[config.mk]
export PLATFORM = sky130hd
export DESIGN_NAME = bit_field_buffer_access
export DESIGN_NICKNAME = d
export VERILOG_FILES = /design/src/bfa_pkg.sv /design/src/bfa_ctrl.sv /design/src/bfa_datapath.sv /design/src/bit_field_buffer_access.sv
export VERILOG_INCLUDE_DIRS = /design/src /design/src/src
export SDC_FILE = /design/constraint.sdc
export NUM_CORES = 2
export LEC_CHECK = 0
export BUFFER_PORTS_ARGS = -buffer_cell sky130_fd_sc_hd__buf_4
export CAP_MARGIN = 0
export CORE_MARGIN = 4
export CORE_UTILIZATION = 45
export CTS_BUF_LIST = sky130_fd_sc_hd__clkbuf_16
export DETAILED_ROUTE_END_ITERATION = 10
export PLACE_DENSITY = 0.63
export SYNTH_ARGS = -nofsm -noshare
export SYNTH_HDL_FRONTEND = slang
export SYNTH_HIERARCHICAL = 1
export SYNTH_SLANG_ARGS = --single-unit
[constraint.sdc]
create_clock -name clk -period 14.96 [get_ports clk]
set_clock_uncertainty 0.1 [all_clocks]
set_input_delay 4.488 -clock clk [delete_from_list [all_inputs] [get_ports clk]]
set_output_delay 4.488 -clock clk [all_outputs]
set_load 0.02 [all_outputs]
[src/assert_macros.svh]
// Assertion macros used by the RTL of the bit-field buffer block.
// Depends on nothing; bodies are empty when SYNTHESIS is defined.
`ifndef ASSERT_MACROS_SVH
`define ASSERT_MACROS_SVH

`ifndef SYNTHESIS

// Antecedent implies consequent in the same cycle.
`define ASSERT_IMPLIES(label, clk, rst_n, ante, cons) \
	label: assert property (@(posedge clk) disable iff (!rst_n) (ante) |-> (cons)) \
		else $error("%m: assertion failed");

// Antecedent implies consequent in the next cycle.
`define ASSERT_NEXT(label, clk, rst_n, ante, cons) \
	label: assert property (@(posedge clk) disable iff (!rst_n) (ante) |=> (cons)) \
		else $error("%m: assertion failed");

`else

`define ASSERT_IMPLIES(label, clk, rst_n, ante, cons)
`define ASSERT_NEXT(label, clk, rst_n, ante, cons)

`endif

`endif

[src/bfa_pkg.sv]
// Shared types and constants for the bit-field buffer block.
// No dependencies.
`default_nettype none

package bfa_pkg;

	localparam int BUFFER_WORDS_DEF = 64;

	localparam int WORD_W  = 32;
	localparam int LEN_W   = 6;
	localparam int IDX_W   = 11;
	localparam int STAT_W  = 2;
	localparam int WIDX_W  = IDX_W - 5;
	localparam int WIN_W   = 2 * WORD_W;
	localparam int SH_W    = 7;

	// Operation codes
	localparam logic OP_READ  = 1'b0;
	localparam logic OP_WRITE = 1'b1;

	// Result status codes
	localparam logic [STAT_W-1:0] STAT_OK      = 2'd0;
	localparam logic [STAT_W-1:0] STAT_BAD_LEN = 2'd1;
	localparam logic [STAT_W-1:0] STAT_RANGE   = 2'd2;

	typedef enum logic [1:0] {
		ST_CLEAR,
		ST_IDLE,
		ST_EXEC
	} state_t;

	// Controller to datapath
	typedef struct packed {
		logic clear;
		logic accept;
		logic exec;
	} cmd_t;

	// Datapath to controller
	typedef struct packed {
		logic clear_last;
	} stat_t;

endpackage

`default_nettype wire

[src/bfa_ctrl.sv]
// Controller for the bit-field buffer block: clearing pass, accept, execute.
// Depends on bfa_pkg.
`default_nettype none

module bfa_ctrl
	import bfa_pkg::*;
(
	input  wire logic  clk,
	input  wire logic  arst_n,
	input  wire logic  in_valid,
	output logic       in_ready,
	output logic       out_valid,
	input  wire logic  out_ready,
	input  wire stat_t stat,
	output cmd_t       cmd
);

	state_t state_q, state_d;
	logic   out_valid_q;
	logic   ready_c;

	// Next state
	always_comb begin
		state_d = state_q;
		case (state_q)
			ST_CLEAR: begin
				if (stat.clear_last) state_d = ST_IDLE;
			end
			ST_IDLE: begin
				if (in_valid && ready_c) state_d = ST_EXEC;
			end
			ST_EXEC: begin
				state_d = ST_IDLE;
			end
			default: begin
				state_d = ST_CLEAR;
			end
		endcase
	end

	// Outputs: take a transfer only when the result register will be free
	always_comb begin
		ready_c    = (state_q == ST_IDLE) && (!out_valid_q || out_ready);
		cmd.clear  = (state_q == ST_CLEAR);
		cmd.accept = in_valid && ready_c;
		cmd.exec   = (state_q == ST_EXEC);
	end

	assign in_ready  = ready_c;
	assign out_valid = out_valid_q;

	// Hold state and result valid flag
	always_ff @(posedge clk or negedge arst_n) begin
		if (!arst_n) begin
			state_q     <= ST_CLEAR;
			out_valid_q <= 1'b0;
		end else begin
			state_q <= state_d;
			if (cmd.exec) begin
				out_valid_q <= 1'b1;
			end else if (out_ready) begin
				out_valid_q <= 1'b0;
			end
		end
	end

endmodule

`default_nettype wire

[src/bfa_datapath.sv]
// Datapath for the bit-field buffer block: even/odd word banks, checks,
// field extract and merge, result register. Depends on bfa_pkg.
`default_nettype none

module bfa_datapath
	import bfa_pkg::*;
#(
	parameter int BUFFER_WORDS = BUFFER_WORDS_DEF
) (
	input  wire logic              clk,
	input  wire logic              arst_n,
	input  wire cmd_t              cmd,
	output stat_t                  stat,
	input  wire logic              op,
	input  wire logic [LEN_W-1:0]  field_length,
	input  wire logic [IDX_W-1:0]  bit_index,
	input  wire logic [WORD_W-1:0] write_value,
	output logic      [WORD_W-1:0] read_value,
	output logic      [STAT_W-1:0] status
);

	localparam int EVEN_DEPTH = (BUFFER_WORDS + 1) / 2;
	localparam int ODD_DEPTH  = BUFFER_WORDS / 2;
	localparam int ADDR_W     = (EVEN_DEPTH > 1) ? $clog2(EVEN_DEPTH) : 1;
	localparam int WIDE_W     = (ADDR_W > WIDX_W) ? ADDR_W : WIDX_W;
	localparam int TOTAL_BITS = WORD_W * BUFFER_WORDS;

	logic [WORD_W-1:0] ev_mem [EVEN_DEPTH];
	logic [WORD_W-1:0] od_mem [ODD_DEPTH];

	// Input side decode
	logic [WIDX_W-1:0] word_idx;
	logic [4:0]        off;
	logic [WIDE_W-1:0] ev_full, od_full;
	logic [ADDR_W-1:0] ev_addr, od_addr;
	logic [IDX_W:0]    end_bit;
	logic [STAT_W-1:0] status_c;
	logic              spans_c;

	always_comb begin
		word_idx = bit_index[IDX_W-1:5];
		off      = bit_index[4:0];
		ev_full  = WIDE_W'(word_idx >> 1) + WIDE_W'(word_idx[0]);
		od_full  = WIDE_W'(word_idx >> 1);
		ev_addr  = ev_full[ADDR_W-1:0];
		od_addr  = od_full[ADDR_W-1:0];
		end_bit  = {1'b0, bit_index} + (IDX_W + 1)'(field_length);
		spans_c  = (SH_W'(off) + SH_W'(field_length)) > SH_W'(WORD_W);
		if (field_length == '0 || field_length > LEN_W'(WORD_W)) begin
			status_c = STAT_BAD_LEN;
		end else if (32'(end_bit) > TOTAL_BITS) begin
			status_c = STAT_RANGE;
		end else begin
			status_c = STAT_OK;
		end
	end

	// Latch the item on transfer
	logic              op_s1, odd_s1, spans_s1;
	logic [LEN_W-1:0]  len_s1;
	logic [4:0]        off_s1;
	logic [WORD_W-1:0] wval_s1;
	logic [STAT_W-1:0] status_s1;
	logic [ADDR_W-1:0] ev_addr_s1, od_addr_s1;

	always_ff @(posedge clk) begin
		if (cmd.accept) begin
			op_s1      <= op;
			odd_s1     <= word_idx[0];
			spans_s1   <= spans_c;
			len_s1     <= field_length;
			off_s1     <= off;
			wval_s1    <= write_value;
			status_s1  <= status_c;
			ev_addr_s1 <= ev_addr;
			od_addr_s1 <= od_addr;
		end
	end

	// Clearing pass counter
	logic [ADDR_W-1:0] clr_q;

	always_ff @(posedge clk or negedge arst_n) begin
		if (!arst_n) begin
			clr_q <= '0;
		end else if (cmd.clear) begin
			clr_q <= clr_q + 1'b1;
		end
	end

	assign stat.clear_last = (clr_q == ADDR_W'(EVEN_DEPTH - 1));

	// Extract and merge on the window of two words
	logic [WORD_W-1:0] ev_rd_q, od_rd_q;
	logic [WORD_W-1:0] word_a, word_b;
	logic [WIN_W-1:0]  window, mask, merged;
	logic [SH_W-1:0]   sh;
	logic [WIN_W-1:0]  field;
	logic              do_write;

	always_comb begin
		word_a   = odd_s1 ? od_rd_q : ev_rd_q;
		word_b   = spans_s1 ? (odd_s1 ? ev_rd_q : od_rd_q) : '0;
		window   = {word_a, word_b};
		sh       = SH_W'(WIN_W) - SH_W'(off_s1) - SH_W'(len_s1);
		mask     = (WIN_W'(1) << len_s1) - WIN_W'(1);
		field    = (window >> sh) & mask;
		merged   = (window & ~(mask << sh)) | ((WIN_W'(wval_s1) & mask) << sh);
		do_write = cmd.exec && (op_s1 == OP_WRITE) && (status_s1 == STAT_OK);
	end

	// Bank write ports: clearing pass or write-back
	logic              ev_we, od_we;
	logic [ADDR_W-1:0] ev_wa, od_wa;
	logic [WORD_W-1:0] ev_wd, od_wd;

	always_comb begin
		if (cmd.clear) begin
			ev_we = 1'b1;
			od_we = 32'(clr_q) < ODD_DEPTH;
			ev_wa = clr_q;
			od_wa = clr_q;
			ev_wd = '0;
			od_wd = '0;
		end else begin
			ev_we = do_write && (!odd_s1 || spans_s1);
			od_we = do_write && (odd_s1 || spans_s1);
			ev_wa = ev_addr_s1;
			od_wa = od_addr_s1;
			ev_wd = odd_s1 ? merged[WORD_W-1:0] : merged[WIN_W-1:WORD_W];
			od_wd = odd_s1 ? merged[WIN_W-1:WORD_W] : merged[WORD_W-1:0];
		end
	end

	// Banks: read on transfer, write on clear or write-back
	always_ff @(posedge clk) begin
		if (ev_we) ev_mem[ev_wa] <= ev_wd;
		if (cmd.accept) ev_rd_q <= ev_mem[ev_addr];
	end

	always_ff @(posedge clk) begin
		if (od_we) od_mem[od_wa] <= od_wd;
		if (cmd.accept) od_rd_q <= od_mem[od_addr];
	end

	// Result register
	logic [WORD_W-1:0] read_value_q;
	logic [STAT_W-1:0] status_q;

	always_ff @(posedge clk) begin
		if (cmd.exec) begin
			status_q <= status_s1;
			if (op_s1 == OP_READ && status_s1 == STAT_OK) begin
				read_value_q <= field[WORD_W-1:0];
			end else begin
				read_value_q <= '0;
			end
		end
	end

	assign read_value = read_value_q;
	assign status     = status_q;

endmodule

`default_nettype wire

[src/bit_field_buffer_access.sv]
// Bit-field read/write access to a word buffer whose bit 0 is the MSb of word 0.
// After reset the buffer is cleared, one even and one odd word per cycle, while no
// item is taken. For each item the transfer cycle reads the even and odd banks;
// the next cycle extracts or merges the field, writes back the one or two words
// that a write touches and loads the result register. No new item is taken until
// that execute step is over, so a bank read never overtakes a pending write-back.
// A finished result waits in an output register; no new item is taken while it
// waits, except in the cycle in which the result itself is transferred out.
`default_nettype none
`include "assert_macros.svh"

module bit_field_buffer_access
	import bfa_pkg::*;
#(
	parameter int BUFFER_WORDS = BUFFER_WORDS_DEF
) (
	input  wire logic              clk,
	input  wire logic              arst_n,
	input  wire logic              in_valid,
	output logic                   in_ready,
	input  wire logic              op,
	input  wire logic [LEN_W-1:0]  field_length,
	input  wire logic [IDX_W-1:0]  bit_index,
	input  wire logic [WORD_W-1:0] write_value,
	output logic                   out_valid,
	input  wire logic              out_ready,
	output logic      [WORD_W-1:0] read_value,
	output logic      [STAT_W-1:0] status
);

	cmd_t  cmd;
	stat_t stat;

	bfa_ctrl u_ctrl (
		.clk       (clk),
		.arst_n    (arst_n),
		.in_valid  (in_valid),
		.in_ready  (in_ready),
		.out_valid (out_valid),
		.out_ready (out_ready),
		.stat      (stat),
		.cmd       (cmd)
	);

	bfa_datapath #(
		.BUFFER_WORDS (BUFFER_WORDS)
	) u_dp (
		.clk          (clk),
		.arst_n       (arst_n),
		.cmd          (cmd),
		.stat         (stat),
		.op           (op),
		.field_length (field_length),
		.bit_index    (bit_index),
		.write_value  (write_value),
		.read_value   (read_value),
		.status       (status)
	);

	// Checks
	`ASSERT_NEXT(a_busy_after_transfer, clk, arst_n, in_valid && in_ready, !in_ready)
	`ASSERT_NEXT(a_result_follows, clk, arst_n, cmd.exec, out_valid)
	`ASSERT_IMPLIES(a_status_code, clk, arst_n, out_valid, status != 2'd3)
	`ASSERT_IMPLIES(a_error_zero, clk, arst_n, out_valid && status != STAT_OK, read_value == '0)

endmodule

`default_nettype wire

==> run_results.csv <==
group,metric,value,unit
final_layout,mostFrequentLayoutCells,"edfxtp_1, nand2_1, mux4_2, buf_4, nand3_1",
route,vias,66400,
worst_setup_path,path_cells,"buf_4, nand2b_4, and3b_4, buf_4",
floorplan,rows,173,
worst_setup_path,timing.rr.end,"u_dp/ev_mem[30][14]$_DFFE_PP_",
worst_setup_path,critPathBufInv,2,
grt,grt-ovfl-total,0,
worst_setup_path,slowest_stage,"and3b_4",
floorplan,fp.coreArea,0.223,mm^2
clocking,cts.path.max_buffers,3,
hold_path,worstHoldPathType,"reg -> reg",
floorplan,floorplan.die_area,0.233,mm^2
floorplan,start_util,0.454,
placement,port_buffers,89,
worst_setup_path,arrival,5.08,ns
grt,grt_pass1_vias,63900,
clocking,cts_sinks,2212,
route,drtIter0Drc,9628,
route,firstDrtPassIters,7,
synth,yosysUniqueCellTypes,120,
clocking,cts_resized,0,
final_layout,final_common_cell,"edfxtp_1",
worst_setup_path,startpoint_type,"input port",
worst_setup_path,cpPeakStageDelay,0.19,ns
final_layout,area_growth_syn_to_layout,12.9,%
clocking,cts_hold_buf,0,
grt,grtUsageTotal,0.310,
floorplan,io_pins,90,
clocking,clk_pin_slew_worst_paths,0.06,ns
sta,final_hold_viol_count,0,
worst_setup_path,end_kind,"primary output",
route,postRouteAntennaNets,0,
hold_path,hold_start,"u_dp/status_s1[1]$_SDFFCE_PP0P_",
final_layout,drive_above_1_share,0.225,
worst_setup_path,crit_family,"simple AND/OR/NAND/NOR gates",
sta,max_freq,103,MHz
job,max_cap_viol_count,0,
clocking,cts_tree,"built",
status,status,"finished clean",
synth,yosys.area.top_type,"edfxtp_1",
synth,yosys-top-cells-area,"edfxtp_1, mux4_2, nand2_1, mux2i_1, nand3_1",
route,wl_met2,165000,um
route,wl_met3,35300,um
synth,yosys.area.top_type_share,0.653,
final_layout,finalNonFillerCells,9849,
synth,synth_area_per_cell,15.3,um^2
route,wl_met1,144000,um
worst_setup_path,r2r_setup_slack,6.58,ns
grt,grt_max_degree,137,
synth,synth_seq_cells,2212,
placement,place_inst,9431,
grt,grt_pass1_wl,507000,um
power_and_ir_drop,p_int,13.8,mW
power_and_ir_drop,switching_power,8.89,mW
route,drc,0,
synth,syn-instance-count,6610,
synth,synth_edf_count,2204,
sta,slew_viol_final,0,
worst_setup_path,critPathMaxFanout,3,
worst_setup_path,worstPathRequired,10.37,ns
clocking,htreeDepth,4,
clocking,cts_setup_buffers,0,
hold_path,whs_path_depth,0,
final_layout,fin_nets,6754,
sta,tightest_slew,1.47,ns
power_and_ir_drop,power_leakage,37.4,nW
sta,setup_viol,0,
synth,ys_seq_area_frac,0.655,
synth,ys.flop_type,"edfxtp_1",
worst_setup_path,reg2reg_depth,14,
power_and_ir_drop,ir_drop,161,uV
clocking,worstSkewPairLatency,0.90,ns
power_and_ir_drop,pwr-share-comb,0.374,
sta,rsz0062_at_grt,"no",
floorplan,die_h,483,um
clocking,root_buffer,"clkbuf_16",
route,avgViaCountPerCell,6.74,
sta,fin_crit,9.67,ns
worst_setup_path,r2r_start,"u_dp/len_s1[2]$_DFFE_PP_",
power_and_ir_drop,pwr-share-clk,0.243,
hold_path,hold_end,"u_dp/status[1]$_DFFE_PP_",
synth,yosys_warnings,6,
placement,hpwl,231000,um
sta,final.period_utilization,0.646,
floorplan,die_x,483,um
worst_setup_path,path_common_cell,"buf_4",
synth,ys_async_sr_fraction,0.00362,
clocking,cts_made_buffers,216,
power_and_ir_drop,netSwitchingFraction,0.393,
synth,synth.cell_area,0.101,mm^2
final_layout,seq_area,0.0664,mm^2
sta,totalNegativeSetupSlack,0,ns
route,drt-wirelength-per-cell,36.9,um
route,wl,364000,um
power_and_ir_drop,power_frac_seq,0.383,
placement,gp_congestion,1.03,
worst_setup_path,crit_type,"in -> out",
sta,maxSlewHeadroom,0.0233,
synth,synth_nets,6688,
grt,antenna_found_initial,14,
final_layout,fillCellCount,18200,
route,routed.top_layer,"met4",
power_and_ir_drop,power_density,198,mW/mm^2
final_layout,multi_input_area,0.0341,mm^2
-- cell usage after synthesis, types with 14 or more instances --
master	number
inv_1	36
a31oi_1	49
or3_1	19
mux2i_1	238
or2_2	21
o22ai_1	57
a211o_1	21
a32oi_1	25
o2111ai_1	18
buf_2	68
nor2b_1	17
o2bb2ai_1	17
a22oi_1	29
mux2_2	102
o211a_1	15
o32ai_1	20
nor3_1	103
nand4_1	25
nor2_1	336
buf_1	134
and3_1	26
and2_1	26
nand2_1	684
edfxtp_1	2204
nand3_1	266
a21oi_1	219
a221oi_1	30
a211oi_1	87
o31ai_1	18
xnor2_1	14
ha_1	22
mux4_2	533
o211ai_1	75
o21ai_0	265
nor4_1	19
a21o_1	41
o21a_1	25
a221o_1	14
nand2b_1	32
a31o_2	15
a2111oi_0	16
clkbuf_1	271
o221ai_1	90
-- power groups by stage --
stage,sequential (mW),clock [mW],combinational [mW]
6_report,8.68,5.50,8.46
5_1_grt,8.71,5.86,8.72
3_3_place_gp,8.77,0,8.07
2_1_floorplan,8.72,0,4.42
3_5_place_dp,8.80,0,8.14
4_1_cts,8.68,5.60,8.17
-- per-layer routing --
metal,track usage,vias to the layer above
li1,-,26900
met1,0.435,34800
met2,0.471,4027
met3,0.0594,692
met4,0.142,0
met5,0,-
-- state kept, by name, summed over array words and instances (netlist names), 2 cells and up --
register and count:
u_ctrl/state_q 2, u_dp/clr_q 5, u_dp/ev_addr_s1 5, u_dp/ev_mem 1024, u_dp/ev_rd_q 32, u_dp/len_s1 6, u_dp/od_addr_s1 5, u_dp/od_mem 1024
u_dp/od_rd_q 32, u_dp/off_s1 5, u_dp/read_value 32, u_dp/status 2, u_dp/status_s1 2, u_dp/wval_s1 32
-- cell families (layout without fill, tap and decap cells) --
family                   after synthesis  count (layout)  share of synthesized area
XOR/XNOR                              25              25                    0.00216
AO/OA/AOI/OAI                       1296            1296                     0.0901
flip-flops                          2212            2212                      0.655
AND/OR/NAND/NOR                     1642            1642                     0.0741
multiplexers                         874             874                      0.153
buffers and inverters                537             791                     0.0220
adder cells (fa/ha/maj)               24              24                    0.00311
other                                  0              10                          0
-- worst max path at each step --
stage | startpoint | endpoint | slack (ns) | cells after the start
after floorplan | out_ready | in_ready | 5.54 | 2
after global placement | out_ready | in_ready | 5.30 | 4
after detailed placement | out_ready | in_ready | 5.29 | 4
after CTS | out_ready | in_ready | 5.29 | 4
after global routing | out_ready | in_ready | 5.27 | 4
final | out_ready | in_ready | 5.29 | 4
-- through the flow --
step / cell area, um^2 / util / worst slack, ns / total power [mW] / hold WS (ns)
global route: 114000 / 0.512 / 5.27 / 23.3 / 0.340
finish: 114000 / 0.513 / 5.29 / 22.6 / 0.326
floorplan: 101000 / - / 5.54 / 13.1 / 0.317
detailed placement: 107000 / 0.479 / 5.29 / 16.9 / 0.337
global placement: 107000 / 0.479 / 5.30 / 16.8 / 0.326
CTS: 114000 / 0.512 / 5.29 / 22.4 / 0.326
-- final cells by class --
| type | count | share of cell area |
|---|---|---|
| flip-flops and latches | 2212 | 0.580 |
| diodes | 10 | 0.000219 |
| repair buffers | 344 | 0.0233 |
| well taps | 2975 | 0.0325 |
| clock buffers | 216 | 0.0473 |
| multi-input cells | 3861 | 0.298 |
| inverters | 41 | 0.00144 |
| clock inverters | 190 | 0.0170 |
-- worst register-to-register path: cells and delay by family (launching register included) --
family,cells,cell delay [ns]
buf+inv,3,0.98
compound gates,6,3.83
mux,1,0.24
simple gates,3,2.13
fa+ha+maj,1,0.34
flops,1,0.36
(Power assumes the default switching activity.)
